File: src/rtl/core/svbm_pkg.sv
package svbm_pkg;

  localparam int unsigned AddrW                = 32;
  localparam int unsigned SegShift             = 9;
  localparam int unsigned BlocksPerSegment     = 2 ** SegShift;
  localparam int unsigned WordShift            = 6;
  localparam int unsigned WordW                = 2 ** WordShift;
  localparam int unsigned WordIdxW             = SegShift - WordShift;
  localparam int unsigned OffW                 = SegShift;
  localparam int unsigned PieceW               = SegShift + 1;
  localparam int unsigned SegW                 = AddrW - SegShift;
  localparam int unsigned MaxSegments          = 1024;
  localparam int unsigned SegIdxW              = $clog2(MaxSegments);
  localparam int unsigned BitmapWords          = MaxSegments * (BlocksPerSegment / WordW);
  localparam int unsigned BmAddrW              = $clog2(BitmapWords);
  localparam int unsigned MaxRun               = 4096;
  localparam int unsigned RunW                 = 13;
  localparam int unsigned CountMax             = 511;
  localparam int unsigned CntW                 = 9;
  localparam int unsigned LimitW               = 11;
  localparam int unsigned EntriesPerTableBlock = 55;
  localparam int unsigned IdxW                 = 6;
  localparam int unsigned DivShift             = 24;
  localparam int unsigned Recip                = (2 ** DivShift) / EntriesPerTableBlock;
  localparam int unsigned RecipW               = $clog2(Recip + 1);
  localparam int unsigned QuoW                 =
      $clog2((2 ** SegW - 1) / EntriesPerTableBlock + 1);
  localparam int unsigned CfgAddrW             = 4;
  localparam int unsigned CfgDataW             = 32;

  typedef enum logic [1:0] {
    RegFirstDataBlock  = 2'd0,
    RegTableStartBlock = 2'd1,
    RegSegmentsInUse   = 2'd2
  } reg_idx_e;

  typedef enum logic [1:0] {
    StatusOk      = 2'd0,
    StatusAlready = 2'd1,
    StatusOutside = 2'd2
  } status_e;

  typedef struct packed {
    logic [AddrW-1:0]  first_data_block;
    logic [AddrW-1:0]  table_start_block;
    logic [LimitW-1:0] segments_in_use;
  } cfg_t;

  typedef struct packed {
    logic             kind;
    logic [AddrW-1:0] start_block;
    logic [RunW-1:0]  block_count;
  } req_t;

  typedef struct packed {
    status_e          status;
    logic [9:0]       segment_id;
    logic [AddrW-1:0] entry_block_addr;
    logic [IdxW-1:0]  entry_index;
    logic [CntW-1:0]  valid_count;
    logic             last;
  } res_t;

endpackage

File: src/rtl/core/svbm_apb_regs.sv
module svbm_apb_regs import svbm_pkg::*; (
  input  logic                clk_i,
  input  logic                rst_ni,
  input  logic                psel_i,
  input  logic                penable_i,
  input  logic                pwrite_i,
  input  logic [CfgAddrW-1:0] paddr_i,
  input  logic [CfgDataW-1:0] pwdata_i,
  output logic [CfgDataW-1:0] prdata_o,
  output logic                pready_o,
  output cfg_t                cfg_o
);

  cfg_t     cfg_q, cfg_d;
  reg_idx_e idx;
  logic     wr_en;

  assign idx      = reg_idx_e'(paddr_i[CfgAddrW-1:2]);
  assign wr_en    = psel_i && penable_i && pwrite_i;
  assign pready_o = 1'b1;
  assign cfg_o    = cfg_q;

  always_comb begin
    cfg_d = cfg_q;
    if (wr_en) begin
      unique case (idx)
        RegFirstDataBlock:  cfg_d.first_data_block  = pwdata_i;
        RegTableStartBlock: cfg_d.table_start_block = pwdata_i;
        RegSegmentsInUse:   cfg_d.segments_in_use   = pwdata_i[LimitW-1:0];
        default: ;
      endcase
    end
  end

  always_comb begin
    unique case (idx)
      RegFirstDataBlock:  prdata_o = cfg_q.first_data_block;
      RegTableStartBlock: prdata_o = cfg_q.table_start_block;
      RegSegmentsInUse:   prdata_o = CfgDataW'(cfg_q.segments_in_use);
      default:            prdata_o = '0;
    endcase
  end

  always_ff @(posedge clk_i or negedge rst_ni) begin
    if (!rst_ni) begin
      cfg_q.first_data_block  <= '0;
      cfg_q.table_start_block <= '0;
      cfg_q.segments_in_use   <= LimitW'(MaxSegments);
    end else begin
      cfg_q <= cfg_d;
    end
  end

endmodule

File: config.mk
export PLATFORM = sky130hd
export DESIGN_NAME = svbm_apb_regs
export DESIGN_NICKNAME = d
export VERILOG_FILES = /design/src/rtl/core/svbm_pkg.sv /design/src/rtl/core/svbm_apb_regs.sv
export SDC_FILE = /design/constraint.sdc
export NUM_CORES = 1
export LEC_CHECK = 0
export ABC_AREA = 1
export ABC_CLOCK_PERIOD_IN_PS = 1000
export BUFFER_PORTS_ARGS = -buffer_cell sky130_fd_sc_hd__buf_4
export CORE_MARGIN = 3
export CORE_UTILIZATION = 40
export DETAILED_ROUTE_END_ITERATION = 8
export HOLD_SLACK_MARGIN = 0.12
export PLACE_DENSITY = 0.8
export SETUP_SLACK_MARGIN = 0.2
export SYNTH_ARGS = -nofsm -noshare
export SYNTH_HDL_FRONTEND = slang
export SYNTH_SLANG_ARGS = --single-unit
File: constraint.sdc
create_clock -name clk_i -period 1 [get_ports clk_i]
set_input_delay 0.05 -clock clk_i [delete_from_list [all_inputs] [get_ports clk_i]]
set_output_delay 0.05 -clock clk_i [all_outputs]
set_load 0.02 [all_outputs]
==> results.cfg <==
[logic_synthesis]
avgSynthCellArea_um2 = 7.49
yosysSeqAreaShare = 0.559
synth_top_flop_cell = dfrtp_1
synth_edf_count = 0
synth_top_cell_area_share = 0.552
synth_most_common_cell = nand2_1
synth_largest_area_cell = dfrtp_1
syn_inst = 448
ys_warn_count = 0
syn_nets = 489
async_flop_share = 1.00
syn_area_um2 = 3360
synthTopCellsByCount = nand2_1 (327), dfrtp_1 (74), nand3_1 (12), buf_2 (11), buf_4 (10)
synthDistinctLibCells = 13
ys_ff_latch = 75
synth_top_cells_by_area = dfrtp_1 (55%), nand2_1 (37%), buf_4 (2.2%)

[critical_path]
worstSetupPathType = flip-flop to output pin
max_stage_delay_ns = 0.44
crit_required_ns = 0.95
slowest_stage = dfrtp_1
cp.arrival_ns = 1.12
path_max_fanout = 3
worst_r2r_path_depth = 5
critPathLaunchType = flip-flop
cp_cell_sequence = nand2_1 > nand3_2 > buf_6
end_kind = output pin

[outcome]
violations = negative setup slack
status = finished with violations

[cts]
clock_sinks = 75
cts_root_buffer = clkbuf_8
cts_tree = built
clkTransAtPathRegs_ns = 0.08
cts.htree.levels = 3
worstSkewPairLatency_ns = 0.33
tritoncts.num_buffers = 9
clk_path_buf_depth = 2

[timing]
finalWorstSetupSlack_ns = -0.172
fin_crit_sh = 1.17
hold_violations = 0
fin_crit_ns = 1.17
clock.fmax_ghz = 0.853
fin_skew_ns = 0
setup_violations = 82
rsz0062_at_grt = true
drv_slew = 0

[cells_and_area]
stdcell_count = 816
area_growth_pct = 96.2
final_cell_area_um2 = 6590
largest_reg_flops = 75
diodes = 0
drive_gt1_frac = 0.415
nNetsFinal = 750

[grt]
grt_overflow = 0
grt_pass1_vias = 3833
grt_max_degree = 33
antenna_found_initial = 0
grt_pass1_wl_um = 19600
track_usage = 0.255

[placement]
portBuffers = 145
dp_hpwl_um = 7000
placement.cell_area_um2 = 4690
dp_cells = 688
gp_congestion = 0.854

[route]
wl_um = 15600
via_per_inst = 5.24
antenna_left = 0
drt-initial-drc-count = 266
dr.pass1.iters = 5
vias = 4273
drc_errors = 0
wl_per_cell_um = 19.1

[pwr]
clock_power_share = 0.205
pwr-share-seq = 0.341
swShare = 0.351
p_sw_mw = 4.53
comb_power_share = 0.454
power_density_nw_per_um2 = 1960
p_int_mw = 8.35
max-vdd-ir-drop_v = 0.00109
leakagePower_nw = 3.63
power_mw = 12.9

[floorplan]
die_width_um = 97.6
fp.dieH_um = 97.6
core_region_area_um2 = 7930
pin_count = 149
rows = 32
start_util = 0.423
dieArea_um2 = 9530

[worst_hold_path]
hold_class = input pin to async pin

[job]
cap_violations = 0
## cell families (layout without fill, tap and decap cells)
family	count (synthesis)	after routing	share of synthesized area
other	1	1	0.00112
AND/OR/NAND/NOR	345	345	0.394
buffers and inverters	27	293	0.0455
flip-flops	75	75	0.559
## stage by stage
| step | TNS (ns) | setup WS [ns] | utilization | hold slack, ns |
|---|---|---|---|---|
| 3_5_place_dp | -0.0295 | -0.0157 | 0.592 | -0.0503 |
| 4_1_cts | -3.59 | -0.172 | 0.749 | 0.132 |
| 5_1_grt | -9.49 | -0.205 | 0.831 | 0.165 |
| 6_report | -6.69 | -0.172 | 0.831 | 0.147 |
| 2_1_floorplan | 0 | 0.188 | - | -0.246 |
| 3_3_place_gp | 0 | 0.0625 | 0.592 | -0.0573 |
## worst paths after layout
kind	startpoint	endpoint	slack, ns
worst min-delay path	rst_ni	cfg_o[38]	0.15
worst max register to register	cfg_o[71]	cfg_o[71]	0.01
worst min register to register	cfg_o[40]	cfg_o[40]	0.53
worst max-delay path	cfg_o[7]	prdata_o[7]	-0.17
min in group clk_i	paddr_i[3]	cfg_o[10]	0.25
max in group asynchronous	rst_ni	cfg_o[10]	0.37
## power by group through the flow
stage / Clock [mW] / Sequential (mW) / Combinational, mW
5_1_grt: 2.81 / 4.43 / 6.12
3_5_place_dp: 0 / 4.25 / 3.43
6_report: 2.65 / 4.39 / 5.84
4_1_cts: 2.65 / 4.29 / 4.52
2_1_floorplan: 0 / 4.92 / 0.940
3_3_place_gp: 0 / 4.23 / 3.35
## cells in the final DEF (no fill, tap or decap)
cell type      instances
nand2_1              305
buf_6                168
dfrtp_1               73
buf_4                 60
dlygate4sd3_1         33
nand2_2               22
nand3_2               11
clkbuf_8              11
buf_12                11
nor2_2                 4
inv_1                  3
inv_2                  2
bufinv_16              2
nand2_4                1
nand3_1                1
nor2_1                 1
conb_1                 1
dfrtp_2                1
dfstp_2                1
clkinv_2               1
clkinvlp_4             1
clkbuf_1               1
## final cells by class
cell class | count | area (µm²)
Inverter | 5 | 18.8
Multi-Input combinational cell | 346 | 1440
Fill cell | 408 | 1340
Sequential cell | 75 | 1880
Clock buffer | 12 | 155
Timing Repair Buffer | 272 | 2890
Clock inverter | 4 | 72.6
Tap cell | 102 | 128
## metal layers
metal  vias up  track usage  wire length [µm]
met5         -            0                 0
met4         0       0.0777               612
met3        61       0.0503              1400
met2       295        0.462              8020
met1      2055        0.305              5580
li1       1862            -                 -
## timing repair
action | CTS | global route
pin swaps | 44 | 34
hold buffers | 33 | 0
hold endpoints to repair | 150 | 0
setup buffers | 28 | 51
gates resized for setup | 125 | 77
setup endpoints to repair | 107 | 119
## critical path, delay by kind of cell, from the launching register on
kind / cells / cell delay [ns]
AND/OR/NAND/NOR: 2 / 0.20
buffers and inverters: 1 / 0.14
flip-flops: 1 / 0.44
(Power assumes the default switching activity.)
