===== config.mk =====
export PLATFORM = sky130hd
export DESIGN_NAME = svbm_seg_div
export DESIGN_NICKNAME = d
export VERILOG_FILES = /design/src/rtl/core/svbm_pkg.sv /design/src/rtl/core/svbm_seg_div.sv
export SDC_FILE = /design/constraint.sdc
export NUM_CORES = 1
export LEC_CHECK = 0
export ABC_AREA = 0
export BUFFER_PORTS_ARGS = -buffer_cell sky130_fd_sc_hd__buf_2
export CAP_MARGIN = 0
export CORE_UTILIZATION = 45
export CTS_CLUSTER_SIZE = 14
export DETAILED_ROUTE_END_ITERATION = 8
export GPL_ROUTABILITY_DRIVEN = 0
export HOLD_SLACK_MARGIN = 0.15
export PLACE_DENSITY = 0.63
export SYNTH_ARGS = -nofsm -noshare
export SYNTH_HDL_FRONTEND = slang
export SYNTH_SLANG_ARGS = --single-unit

===== constraint.sdc =====
create_clock -name clk_i -period 6.6 [get_ports clk_i]
set_clock_uncertainty 0.1 [all_clocks]
set_input_delay 0.66 -clock clk_i [delete_from_list [all_inputs] [get_ports clk_i]]
set_output_delay 0.66 -clock clk_i [all_outputs]
set_load 0.02 [all_outputs]

===== src/rtl/core/svbm_pkg.sv =====
package svbm_pkg;

  localparam int unsigned AddrW                = 32;
  localparam int unsigned SegShift             = 9;
  localparam int unsigned BlocksPerSegment     = 2 ** SegShift;
  localparam int unsigned WordShift            = 6;
  localparam int unsigned WordW                = 2 ** WordShift;
  localparam int unsigned WordIdxW             = SegShift - WordShift;
  localparam int unsigned OffW                 = SegShift;
  localparam int unsigned PieceW               = SegShift + 1;
  localparam int unsigned SegW                 = AddrW - SegShift;
  localparam int unsigned MaxSegments          = 1024;
  localparam int unsigned SegIdxW              = $clog2(MaxSegments);
  localparam int unsigned BitmapWords          = MaxSegments * (BlocksPerSegment / WordW);
  localparam int unsigned BmAddrW              = $clog2(BitmapWords);
  localparam int unsigned MaxRun               = 4096;
  localparam int unsigned RunW                 = 13;
  localparam int unsigned CountMax             = 511;
  localparam int unsigned CntW                 = 9;
  localparam int unsigned LimitW               = 11;
  localparam int unsigned EntriesPerTableBlock = 55;
  localparam int unsigned IdxW                 = 6;
  localparam int unsigned DivShift             = 24;
  localparam int unsigned Recip                = (2 ** DivShift) / EntriesPerTableBlock;
  localparam int unsigned RecipW               = $clog2(Recip + 1);
  localparam int unsigned QuoW                 =
      $clog2((2 ** SegW - 1) / EntriesPerTableBlock + 1);
  localparam int unsigned CfgAddrW             = 4;
  localparam int unsigned CfgDataW             = 32;

  typedef enum logic [1:0] {
    RegFirstDataBlock  = 2'd0,
    RegTableStartBlock = 2'd1,
    RegSegmentsInUse   = 2'd2
  } reg_idx_e;

  typedef enum logic [1:0] {
    StatusOk      = 2'd0,
    StatusAlready = 2'd1,
    StatusOutside = 2'd2
  } status_e;

  typedef struct packed {
    logic [AddrW-1:0]  first_data_block;
    logic [AddrW-1:0]  table_start_block;
    logic [LimitW-1:0] segments_in_use;
  } cfg_t;

  typedef struct packed {
    logic             kind;
    logic [AddrW-1:0] start_block;
    logic [RunW-1:0]  block_count;
  } req_t;

  typedef struct packed {
    status_e          status;
    logic [9:0]       segment_id;
    logic [AddrW-1:0] entry_block_addr;
    logic [IdxW-1:0]  entry_index;
    logic [CntW-1:0]  valid_count;
    logic             last;
  } res_t;

endpackage


===== src/rtl/core/svbm_seg_div.sv =====
module svbm_seg_div import svbm_pkg::*; (
  input  logic            clk_i,
  input  logic [SegW-1:0] seg_i,
  output logic [QuoW-1:0] quo_o,
  output logic [IdxW-1:0] rem_o
);

  localparam int unsigned ProdW = SegW + RecipW;

  logic [ProdW-1:0] prod_q, prod_d;
  logic [SegW-1:0]  seg_q;
  logic [QuoW-1:0]  quo_est;
  logic [SegW-1:0]  back;
  logic [SegW-1:0]  diff;
  logic [IdxW:0]    rem_est;
  logic [QuoW-1:0]  quo_q, quo_d;
  logic [IdxW-1:0]  rem_q, rem_d;

  assign prod_d  = ProdW'(seg_i) * ProdW'(Recip);
  assign quo_est = prod_q[DivShift +: QuoW];
  assign back    = SegW'(quo_est) * SegW'(EntriesPerTableBlock);
  assign diff    = seg_q - back;
  assign rem_est = diff[IdxW:0];

  // estimate is low by at most one
  always_comb begin
    if (rem_est >= (IdxW + 1)'(EntriesPerTableBlock)) begin
      quo_d = quo_est + QuoW'(1);
      rem_d = IdxW'(rem_est - (IdxW + 1)'(EntriesPerTableBlock));
    end else begin
      quo_d = quo_est;
      rem_d = rem_est[IdxW-1:0];
    end
  end

  always_ff @(posedge clk_i) begin
    prod_q <= prod_d;
    seg_q  <= seg_i;
    quo_q  <= quo_d;
    rem_q  <= rem_d;
  end

  assign quo_o = quo_q;
  assign rem_o = rem_q;

endmodule


==> results.toml, run 1 <==
[grt]
top_usage_layer = "met2"
grt_pass1_wl_mm = 26.6
grt_overflow = 0
grt.met3_usage_pct = 1.98
grt_util_met2_pct = 29.7
grt_use_met1_pct = 26.8
grt_usage_pct = 18.5
grt_pass1_vias = 5378
grt_max_degree = 25
antenna_found_initial = 0

[detailed_routing]
routed_via_density = 4.89
dr_total_vias = 5134
routed_wl_mm = 15.2
drt_iter0_drc = 149
antenna_left = 0
drc = 0
wire_per_inst_um = 14.5
drt-pass1-iter-count = 4

[worst_setup_path]
worst_path_max_delay_cell = "fa_1"
cp.required_ns = 6.71
crit_type = "in -> reg"
worstSetupEndpointType = "register"
cp_max_fo = 7
cp-start-kind = "primary input"
startpoint = "seg_i[20]"
reg2reg_from = "prod_q[26]"
path_cells = "buf_2 -> inv_1 -> fa_1 -> inv_1 -> ha_1 -> fa_1 -> inv_1 -> fa_1 -> inv_1 -> fa_1 -> ha_1 -> ha_1 -> a21oi_1 -> o21ai_0 -> a21oi_1 -> or3b_1 -> o22a_1 -> a21oi_1 -> xnor2_1"
cp.arrival_ns = 5.90
slowest_delay_ns = 0.56

[synth]
synth_area_um2 = 8020
async_flop_share_pct = 0
synth_top_family_by_area = "adder cells"
synth_nets = 1106
ys_ff_latch = 49
syn_inst = 776
synth_edf_count = 0
yosys.area_share.simple_pct = 5.92
synth.area.top_cells = "fa_1 31%, ha_1 28%, dfxtp_1 12%, inv_1 8.1%, xnor2_1 4.4%"
yosys_warnings = 0
yosys.area_share.xor_xnor_pct = 5.96
avgSynthCellArea_um2 = 10.3
yosysUniqueCellTypes = 47
seq_area_frac_synth_pct = 12.2
synth_commonest_cells = "181 x ha_1, 173 x inv_1, 125 x fa_1"
synth_top_area_share_pct = 31.2
synth_fa_ha_area_share_pct = 59.5
synth_compound_area_share_pct = 7.49
synth_most_common_cell = "ha_1"
synthMuxAreaShare_pct = 0.265
yosysTopAreaCell = "fa_1"
synth_ff_type = "dfxtp_1"

[clock_tree]
numClockSinks = 49
cts-root-buf = "clkbuf_16"
cts-hold-fix-buffers = 0
clk_pin_slew_ns = 0.07
post_cts_buffers = 0
clock_latency_ns = 0.29
cts-buffers-inserted = 5
tritoncts = "done"
cts_resized = 0
cts_buffer_depth = 2
htreeDepth = 2

[run]
cap_violations = 0

[floorplan]
die-width_um = 135
core_area_um2 = 17400
start_util_pct = 46.2
dieHeight_um = 135
dieArea_um2 = 18400
ios = 48
std_cell_rows = 48

[timing]
postLayoutSetupSlackWorst_ns = 0.814
setup_tns_ns = 0
worst_pin_slew_ns = 0.464
slew_viol_final = 0
period_share_pct = 87.7
slew-limit-headroom_pct = 68.7
period_needed_ns = 5.79
hold-worst-slack_ns = 0.353
setup_viol = 0
hold_violations = 0
fmax_ghz = 0.173
rsz0062_at_grt = "false"

[cells_and_area]
fill_cells = 1619
drive_gt1_share_pct = 7.89
final_cells = 1049
n_antenna_cell = 0
area_growth_pct = 7.76
fin_nets = 1153

[placement]
pre_cts_slack_ns = 0.541
numPortBuffers = 47
dp_hpwl_mm = 13.7
dp.cells = 1041

[hold_path]
hold_path.class = "reg -> reg"
hold_start = "prod_q[41]"

[outcome]
outcome = "finished clean"
sequential cells by signal, indices dropped and copies added, names as in the netlist:
signal / count
prod_q: 18
quo_o: 18
rem_o: 6
seg_q: 7
cells by family (layout without fill, tap and decap cells):
kind of cell | after synthesis | count (layout)
buf+inv | 180 | 228
fa+ha+maj | 306 | 306
simple gates | 95 | 95
mux | 2 | 2
compound gates | 91 | 91
xor+xnor | 53 | 53
flops | 49 | 49
layout by cell type (no fill, tap or decap), types with 13 or more instances in the layout:
| cell | count |
|---|---|
| nand2_1 | 30 |
| nor2_1 | 15 |
| xnor2_1 | 40 |
| a21oi_1 | 26 |
| fa_1 | 125 |
| inv_1 | 173 |
| ha_1 | 181 |
| nand4_1 | 16 |
| o21ai_0 | 18 |
| dfxtp_1 | 49 |
| a21o_1 | 13 |
| buf_2 | 47 |
critical path, delay by kind of cell:
family	cells	cell delay [ns]
AO/OA/AOI/OAI	5	1.13
XOR/XNOR	1	0.15
AND/OR/NAND/NOR	1	0.38
adder cells (fa/ha/maj)	7	3.04
buffers and inverters	5	0.53
through the flow:
step / util [%] / area [um^2]
detailed placement: 48.9 / 8490
floorplan: - / 8020
CTS: 49.8 / 8640
global placement: 48.9 / 8490
finish: 49.8 / 8640
global route: 49.8 / 8640
worst paths after layout:
| path | endpoint | slack [ns] | depth (start not counted) |
|---|---|---|---|
| setup / recovery | prod_q[35] | 0.81 | 19 |
| hold / removal | quo_o[17] | 0.35 | 1 |
| setup reg to reg | rem_o[1] | 2.45 | 13 |
| hold reg to reg | quo_o[17] | 0.35 | 1 |
per-layer routing:
metal,vias up,part of all wire (%)
li1,2608,-
met3,15,3.1
met5,-,0
met2,94,44
met4,0,1.3
met1,2417,51
layout make-up:
class                      count  area (um^2)  share of cell area, %
tap                          225          282                   3.26
clock inverter                 3         25.0                  0.290
clock buffer                   5          125                   1.45
timing repair buffer          47          235                   2.72
multi-input combinational    547         6340                   73.4
inverter                     173          649                   7.52
sequential                    49          981                   11.4
Power of run 1 is not shown: default switching activity piles up to over one toggle a cycle in this logic, so the estimate is an artifact.
==> run 2: changes to the inputs <==
--- a/config.mk
+++ b/config.mk
@@ -5,15 +5,15 @@
 export SDC_FILE = /design/constraint.sdc
 export NUM_CORES = 1
 export LEC_CHECK = 0
-export ABC_AREA = 0
-export BUFFER_PORTS_ARGS = -buffer_cell sky130_fd_sc_hd__buf_2
+export ABC_AREA = 1
 export CAP_MARGIN = 0
 export CORE_UTILIZATION = 45
 export CTS_CLUSTER_SIZE = 14
 export DETAILED_ROUTE_END_ITERATION = 8
+export DONT_BUFFER_PORTS = 1
 export GPL_ROUTABILITY_DRIVEN = 0
 export HOLD_SLACK_MARGIN = 0.15
-export PLACE_DENSITY = 0.63
+export PLACE_DENSITY = 0.61
 export SYNTH_ARGS = -nofsm -noshare
 export SYNTH_HDL_FRONTEND = slang
 export SYNTH_SLANG_ARGS = --single-unit
==> results.toml, run 2 <==
[outcome]
outcome = "finished clean"

[clock_tree]
clock_latency_ns = 0.29
tritoncts = "done"
htreeDepth = 2
cts_buffer_depth = 2
post_cts_buffers = 0
cts-hold-fix-buffers = 0
cts_resized = 0
cts-buffers-inserted = 5
numClockSinks = 49
clk_pin_slew_ns = 0.07
cts-root-buf = "clkbuf_16"

[floorplan]
dieArea_um2 = 20500
dieHeight_um = 143
start_util_pct = 46.0
ios = 48
core_area_um2 = 19500
die-width_um = 143
std_cell_rows = 51

[worst_setup_path]
worstSetupEndpointType = "register"
cp.arrival_ns = 5.20
crit_family = "adder cells"
worst_path_max_delay_cell = "fa_1"
cp.required_ns = 6.69
crit_type = "in -> reg"
path_cells = "inv_1 -> fa_1 -> fa_1 -> fa_1 -> inv_1 -> fa_1 -> inv_1 -> fa_1 -> inv_1 -> ha_1 -> ha_1 -> a21oi_1 -> inv_1 -> nor2_1 -> o21ai_0 -> a21oi_1 -> nand2_1 -> nand2_1 -> nand2_1"
cp-start-kind = "primary input"
cp_max_fo = 5
crit_buf_inv = 5
slowest_delay_ns = 0.52

[synth]
yosysUniqueCellTypes = 32
yosysTopAreaCell = "fa_1"
synth_area_um2 = 8990
syn_inst = 1091
synth_commonest_cells = "249 x inv_1, 216 x nand2_1, 181 x ha_1"
synth_most_common_cell = "inv_1"
synth_ff_type = "dfxtp_1"
synth_edf_count = 0
avgSynthCellArea_um2 = 8.24
synth_top_area_share_pct = 27.8
yosys_warnings = 0
synth_nets = 1421
async_flop_share_pct = 0
synth.area.top_cells = "fa_1 28%, ha_1 25%, dfxtp_1 11%, inv_1 10%, nand2_1 9.0%"
seq_area_frac_synth_pct = 10.9
ys_ff_latch = 49

[hold_path]
hold_path.class = "in -> reg"

[cells_and_area]
fill_cells = 1969
multiInputGateArea_um2 = 7020
area_growth_pct = 5.12
n_antenna_cell = 0
layout_commonest_cell = "inv_1"
fin_nets = 1422
final_util_pct = 48.4
drive_gt1_share_pct = 1.92
seq_area_um2 = 981
final_cell_mix = "249 x inv_1, 216 x nand2_1, 181 x ha_1"

[timing]
hold-worst-slack_ns = 0.291
setup_viol = 0
slew-limit-headroom_pct = 64.1
hold_violations = 0
rsz0062_at_grt = "false"
slew_viol_final = 0
fmax_ghz = 0.196
worst_pin_slew_ns = 0.536
setup_tns_ns = 0
period_needed_ns = 5.11
period_share_pct = 77.4

[detailed_routing]
drt_iter0_drc = 225
antenna_left = 0
routed_wl_mm = 18.8
drt-pass1-iter-count = 4
wire_per_inst_um = 13.8
drc = 0
dr_total_vias = 6636
routed_via_density = 4.89

[run]
cap_violations = 0

[grt]
antenna_found_initial = 0
grt_overflow = 0
grt_max_degree = 25
grt_usage_pct = 20.3
grt_pass1_vias = 6863
grt_pass1_wl_mm = 32.9

[placement]
numPortBuffers = 0
dp_hpwl_mm = 16.7
[run 2: cell types whose count changed in the layout (fill, tap and decap cells not counted), moves of 11 or more]
cell	previous run	this run
nand2_1	30	216
inv_1	173	249
nand3_1	11	67
buf_2	47	0
nor2_1	15	54
xnor2_1	40	6
a21oi_1	26	43
a21o_1	13	2
[run 2: area by class of cell]
class                   count  area share [%]
flip-flops and latches     49            10.4
inverters                 250            9.93
clock inverters             2           0.397
multi-input cells         786            74.3
well taps                 265            3.51
clock buffers               6            1.47
[run 2: cells by family after synthesis]
group / synth area share, %
AND/OR/NAND/NOR: 17.7
adder cells (fa/ha/maj): 53.0
buffers and inverters: 11.0
AO/OA/AOI/OAI: 4.59
flip-flops: 10.9
XOR/XNOR: 2.81
[run 2: layer usage]
layer,track usage (%),routed length (um)
met1,27.5,9210
met2,34.7,8860
met3,1.80,476
met4,5.15,237
met5,0,0
[run 2: final timing paths]
kind                              endpoint  startpoint  slack, ns  depth (start not counted)
worst max-delay path            prod_q[39]   seg_i[19]       1.49                         19
worst min-delay path              seg_q[3]    seg_i[3]       0.29                          0
worst max register to register   quo_o[12]  prod_q[26]       2.43                         16
worst min register to register   quo_o[17]  prod_q[41]       0.42                          2
[run 2: through the flow]
stage / instances / setup WS (ns) / instance area, um^2
floorplan: 1091 / 1.56 / 8990
global placement: 1350 / 1.27 / 9270
detailed placement: 1350 / 1.20 / 9270
CTS: 1358 / 1.50 / 9450
global route: 1358 / 1.16 / 9450
finish: 1358 / 1.49 / 9450
Power of run 2 is left out for the same reason.
